[src/design/ontb_pkg.sv]
package ontb_pkg;

  localparam int unsigned ONTB_QF     = 14;
  localparam int unsigned ONTB_QW     = ONTB_QF + 1;
  localparam int unsigned ONTB_CMW    = 32;
  localparam int unsigned ONTB_NW     = 64;
  localparam int unsigned ONTB_CW     = 2 * ONTB_CMW + 2 * ONTB_QF + 2;
  localparam int unsigned ONTB_AW     = 98;
  localparam int unsigned ONTB_LANES  = 6;
  localparam int unsigned ONTB_QDEPTH = 2;

  typedef struct packed {
    logic signed [15:0] dir_x;
    logic signed [15:0] dir_y;
    logic signed [15:0] dir_z;
  } ontb_in_t;

  typedef struct packed {
    logic signed [15:0] first_x;
    logic signed [15:0] first_y;
    logic signed [15:0] first_z;
    logic signed [15:0] second_x;
    logic signed [15:0] second_y;
    logic signed [15:0] second_z;
    logic               degenerate;
  } ontb_out_t;

  // One classified item handed from the front end to the search pipeline.
  // Lanes 0..2 are the first tangent, lanes 3..5 the second.
  typedef struct packed {
    logic                                 degen;
    logic [ONTB_LANES-1:0]                neg;
    logic [ONTB_LANES-1:0][ONTB_CW-1:0]   csq;
    logic [ONTB_NW-1:0]                   n_first;
    logic [ONTB_NW-1:0]                   n_second;
  } ontb_job_t;

endpackage

[src/design/ontb_queue.sv]
module ontb_queue #(
  parameter int unsigned DEPTH = ontb_pkg::ONTB_QDEPTH
) (
  input  logic                clk_i,
  input  logic                rst_ni,
  input  logic                push_i,
  input  ontb_pkg::ontb_job_t job_i,
  output logic                full_o,
  output logic                valid_o,
  output ontb_pkg::ontb_job_t job_o
);
  import ontb_pkg::*;

  localparam int unsigned PW = (DEPTH > 1) ? $clog2(DEPTH) : 1;
  localparam int unsigned CNTW = $clog2(DEPTH + 1);

  ontb_job_t       mem [DEPTH];
  logic [PW-1:0]   wr_q, rd_q;
  logic [CNTW-1:0] cnt_q;
  logic            pop;
  logic            valid_q;
  ontb_job_t       data_q;

  // The search pipeline never stalls, so an entry leaves as soon as one is held.
  assign pop    = (cnt_q != '0);
  assign full_o = (cnt_q == CNTW'(DEPTH));

  function automatic logic [PW-1:0] nxt(input logic [PW-1:0] p);
    return (p == PW'(DEPTH - 1)) ? '0 : PW'(p + 1'b1);
  endfunction

  always_ff @(posedge clk_i or negedge rst_ni) begin
    if (!rst_ni) begin
      wr_q    <= '0;
      rd_q    <= '0;
      cnt_q   <= '0;
      valid_q <= 1'b0;
    end else begin
      if (push_i) wr_q <= nxt(wr_q);
      if (pop) rd_q <= nxt(rd_q);
      if (push_i && !pop) begin
        cnt_q <= cnt_q + CNTW'(1);
      end else if (pop && !push_i) begin
        cnt_q <= cnt_q - CNTW'(1);
      end
      valid_q <= pop;
    end
  end

  always_ff @(posedge clk_i) begin
    if (push_i) mem[wr_q] <= job_i;
    if (pop) data_q <= mem[rd_q];
  end

  assign valid_o = valid_q;
  assign job_o   = data_q;

endmodule

[config.mk]
export PLATFORM = sky130hd
export DESIGN_NAME = ontb_queue
export DESIGN_NICKNAME = d
export VERILOG_FILES = /design/src/design/ontb_pkg.sv /design/src/design/ontb_queue.sv
export SDC_FILE = /design/constraint.sdc
export NUM_CORES = 1
export LEC_CHECK = 0
export BUFFER_PORTS_ARGS = -buffer_cell sky130_fd_sc_hd__buf_4
export CORE_AREA = 3 3 551 553
export DETAILED_ROUTE_END_ITERATION = 12
export DIE_AREA = 0 0 554 556
export MAX_ROUTING_LAYER = met4
export SYNTH_ARGS = -nofsm -noshare
export SYNTH_HDL_FRONTEND = slang
export SYNTH_SLANG_ARGS = --single-unit
[constraint.sdc]
create_clock -name clk_i -period 33 [get_ports clk_i]
set_clock_uncertainty 0.1 [all_clocks]
set_input_delay 6.6 -clock clk_i [delete_from_list [all_inputs] [get_ports clk_i]]
set_output_delay 6.6 -clock clk_i [all_outputs]
set_load 0.01 [all_outputs]
### Word level (Yosys, flattened, before mapping)

Memories as Yosys holds them, arrays and structs flattened. A register that Yosys moved wholly into a read port is not among the register bits.
Cells that the tools add are included.

* memories: 1
* input port bits: 702
* bits in writable memories: 1398
* register bits: 5

* $add $sub $neg: 4
* multiplexer cells: 6
* equal/unequal tests: 1
* reduce and logical (&&, ||, !) cells: 6

Memories
* mem: words 2, width 699, read ports 1, clocked after memory_dff 1, write ports 1, RTL line ontb_queue.sv:17 `ontb_job_t mem [DEPTH];`

Operator list (count)
* $mux W1: 4
* $mux W2: 2
* $reduce_bool A2 Y1: 2
* $add A1 B1 Y1 const B: 2
* $add A2 B1 Y2 const B: 1
* $eq A2 B2 Y1 const B: 1
* $logic_and A1 B1 Y1: 2
* $logic_not A1 Y1: 2
* $sub A2 B1 Y2 const B: 1

### Depth between registers and ports, before layout

* depth after elaboration: 4
* mapped depth: 5
* mapped depth without buffers: 5

### Worst setup path before layout

No wires, ideal clock.

* path type: input-to-reg
* start point: input push_i
* end point: memory mem[0][0] (netlist bit) (enable)
* path buffers: 0
* arrival time: 36.538 ns
* stages on the path: 1
* setup time: 1.864 ns
* setup slack: -5.502 ns
* cell sequence: nor2b_1

* word-level cells in the longest chain between the ends: 2

RTL lines
* start: declaration: RTL line ontb_queue.sv:6 `input logic push_i,`
* $mux W1: RTL line ontb_queue.sv:51 `if (push_i) mem[wr_q] <= job_i;`
* $mux W1 (implied by the code): RTL line ontb_queue.sv:51
* end: declaration: RTL line ontb_queue.sv:17

No other way between the ends.

### Worst setup path after layout

* start point: input push_i
* end point: memory mem[1][508] (netlist bit) (enable)

Same word-level chain as after synthesis.

==> results.json <==
{
  "drt-initial-drc-count": 3114,
  "hpwl_um": 151000,
  "io_buffer_count": 1402,
  "holdPathStages": 1,
  "first_pass_iters": 5,
  "p_sw_share_pct": 29.4,
  "maxCapViolations": 0,
  "grtUsageTotal_pct": 13.2,
  "wl_um": 208000,
  "syn-cell-area_um2": 71900,
  "setup_tns_ps": 0,
  "grt-ovfl-total": 0,
  "cts_tree": "done",
  "tightestPinTransition_ps": 1090,
  "fin_crit_sh_pct": 33.9,
  "wl_met3_um": 23700,
  "ir_drop_mv": 0.0547,
  "internal-power_mw": 6.43,
  "fin_nets": 5178,
  "post_cts_buffers": 0,
  "critPathLaunchType": "primary input",
  "wl_per_cell_um": 23.9,
  "synth.most_common_cell": "edfxtp_1",
  "r2r_cells": 7,
  "min_to": "job_o[136]",
  "hold_violations": 0,
  "coreArea_um2": 299000,
  "critical_path_class": "primary input to flip-flop",
  "grt_pass1_vias": 35600,
  "antenna_left": 0,
  "switchingPower_mw": 2.68,
  "row_count": 201,
  "wl_met1_um": 81500,
  "top_layer_used": "met4",
  "ys_warn_count": 0,
  "setup_viol": 0,
  "grt_pass1_wl_um": 282000,
  "drc": 0,
  "die_area_um2": 308000,
  "htree_levels": 4,
  "maxSlewViolCount": 0,
  "power_frac_seq_pct": 47.1,
  "ys_top_cells_by_area": "edfxtp_1 88%, mux2_2 11%, buf_6 1.2%",
  "period_needed_ps": 11190,
  "worst-path-max-fanout": 138,
  "ys_seq_elements": 2102,
  "dp.cells": 8212,
  "slew_headroom_pct": 27.4,
  "areaGrowthSynthToFinish_pct": 30.9,
  "synth_edf_count": 2097,
  "synth_top_area_cell": "edfxtp_1",
  "place.gp.congestion": 0.882,
  "initial_core_util_pct": 24.0,
  "grt_antenna_before_repair": 96,
  "hold_class": "flip-flop to flip-flop",
  "ctsHoldBuffers": 0,
  "clock_path_buffers": 4,
  "route.vias.total": 34500,
  "p_clk_share_pct": 26.7,
  "r2r-start": "cnt_q[0]",
  "fp.dieH_um": 556,
  "cts-root-buf": "clkbuf_16",
  "met2_wirelength_um": 98000,
  "cp-end-kind": "flip-flop",
  "clkTransAtPathRegs_ps": 60,
  "synthArstFlopShare_pct": 0.238,
  "layoutNonFillerInstCount": 8677,
  "regToRegSetupSlack_ps": 27180,
  "hp-start": "mem[1][136]",
  "rsz0062_at_grt": "no",
  "worstSkewPairLatency_ps": 840,
  "cts_buffers": 219,
  "fmax_mhz": 89.4,
  "die_width_um": 554,
  "crit_arrival_ps": 11520,
  "avgSynthCellArea_um2": 24.9,
  "ys.flop_type": "edfxtp_1",
  "r2r-end": "job_o[91]",
  "ys_seq_area_share_pct": 87.7,
  "synth_fp_nets": 3594,
  "outcome": "complete, no violations",
  "synthTopCellsByCount": "2097 x edfxtp_1, 699 x mux2_2, 78 x buf_6",
  "viasPerCell": 3.98,
  "power_leakage_nw": 33.5,
  "required_ps": 33330,
  "powerDensity_nw_per_um2": 96.7,
  "p_comb_share_pct": 26.2,
  "io-pin-count": 1403,
  "cts.sinks": 2102,
  "yosysTopAreaCellShare_pct": 87.5,
  "synthCells": 2891,
  "drive_above_1_share_pct": 52.9,
  "ys_types": 11,
  "grt_max_degree": 142,
  "post_cts_resize_count": 0
}
-- cell type report --
type,count,area (um2)
antenna,67,168
clock buffer,255,5640
clock inverter,143,1460
fill,28700,205000
inverter,1,11.3
multi-input combinational,710,7960
sequential,2102,63100
tap,3958,4950
timing repair buffer,1441,10900
-- through the flow --
step / hold slack [ps] / util [%] / power [mW] / cell area [um2] / setup slack [ps]
finish: 409 / 31.5 / 9.11 / 94200 / 21810
global placement: 381 / 29.0 / 6.76 / 86900 / 21050
detailed placement: 396 / 29.0 / 6.78 / 86900 / 20980
floorplan: 356 / - / 5.93 / 71900 / 7680
global route: 420 / 31.5 / 9.50 / 94200 / 21610
CTS: 406 / 31.4 / 9.25 / 94000 / 21920
-- state kept, by name (all words and copies together) (netlist names) --
signal / flops
mem: 1398
job_o: 699
rd_q: 1
wr_q: 1
valid_o: 1
cnt_q: 2
-- critical path, cell delays in order --
cell and delay, ps:
buf_4 120, and2_4 760, buf_4 840, buf_4 650
buf_4 740, buf_4 660, buf_12 610
-- per-layer routing --
layer,vias up,GRT usage [%]
met2,1593,20.8
li1,15000,-
met3,264,6.66
met5,-,-
met4,0,3.24
met1,17700,15.0
-- layout by cell type, fill, tap and decap left out, drive strengths merged, types with 3 or more instances in the layout --
cell / Yosys / final
clkinv: 0 / 95
edfxtp: 2097 / 2097
clkinvlp: 0 / 13
bufinv: 0 / 22
mux2: 699 / 699
diode: 0 / 67
buf: 78 / 1441
inv: 1 / 14
clkbuf: 0 / 255
dfrtp: 5 / 5
xor2: 3 / 3
-- cell families after synthesis --
logic type	share of synthesized area (%)
DFF	87.7
and+or+nand+nor	0.0365
muxes	10.9
buffers and inverters	1.23
adders and majority gates	0.0174
xor gates and xnor gates	0.0609
-- power groups by stage --
| stage | sequential (mW) | combinational (mW) | clock, mW |
|---|---|---|---|
| after floorplan | 5.02 | 0.908 | 0 |
| after global placement | 4.33 | 2.43 | 0 |
| after detailed placement | 4.34 | 2.44 | 0 |
| after CTS | 4.30 | 2.45 | 2.50 |
| after global routing | 4.36 | 2.53 | 2.61 |
| final | 4.29 | 2.39 | 2.43 |
-- worst max path at each step --
stage / startpoint / to / slack [ps] / cells after the start
global placement: push_i / mem[1][522] / 21050 / 7
detailed placement: push_i / mem[1][554] / 20980 / 7
CTS: push_i / mem[1][549] / 21920 / 7
global route: push_i / mem[1][505] / 21610 / 7
finish: push_i / mem[1][508] / 21810 / 7
floorplan: push_i / mem[0][0] / 7680 / 1
(Power assumes the default switching activity.)
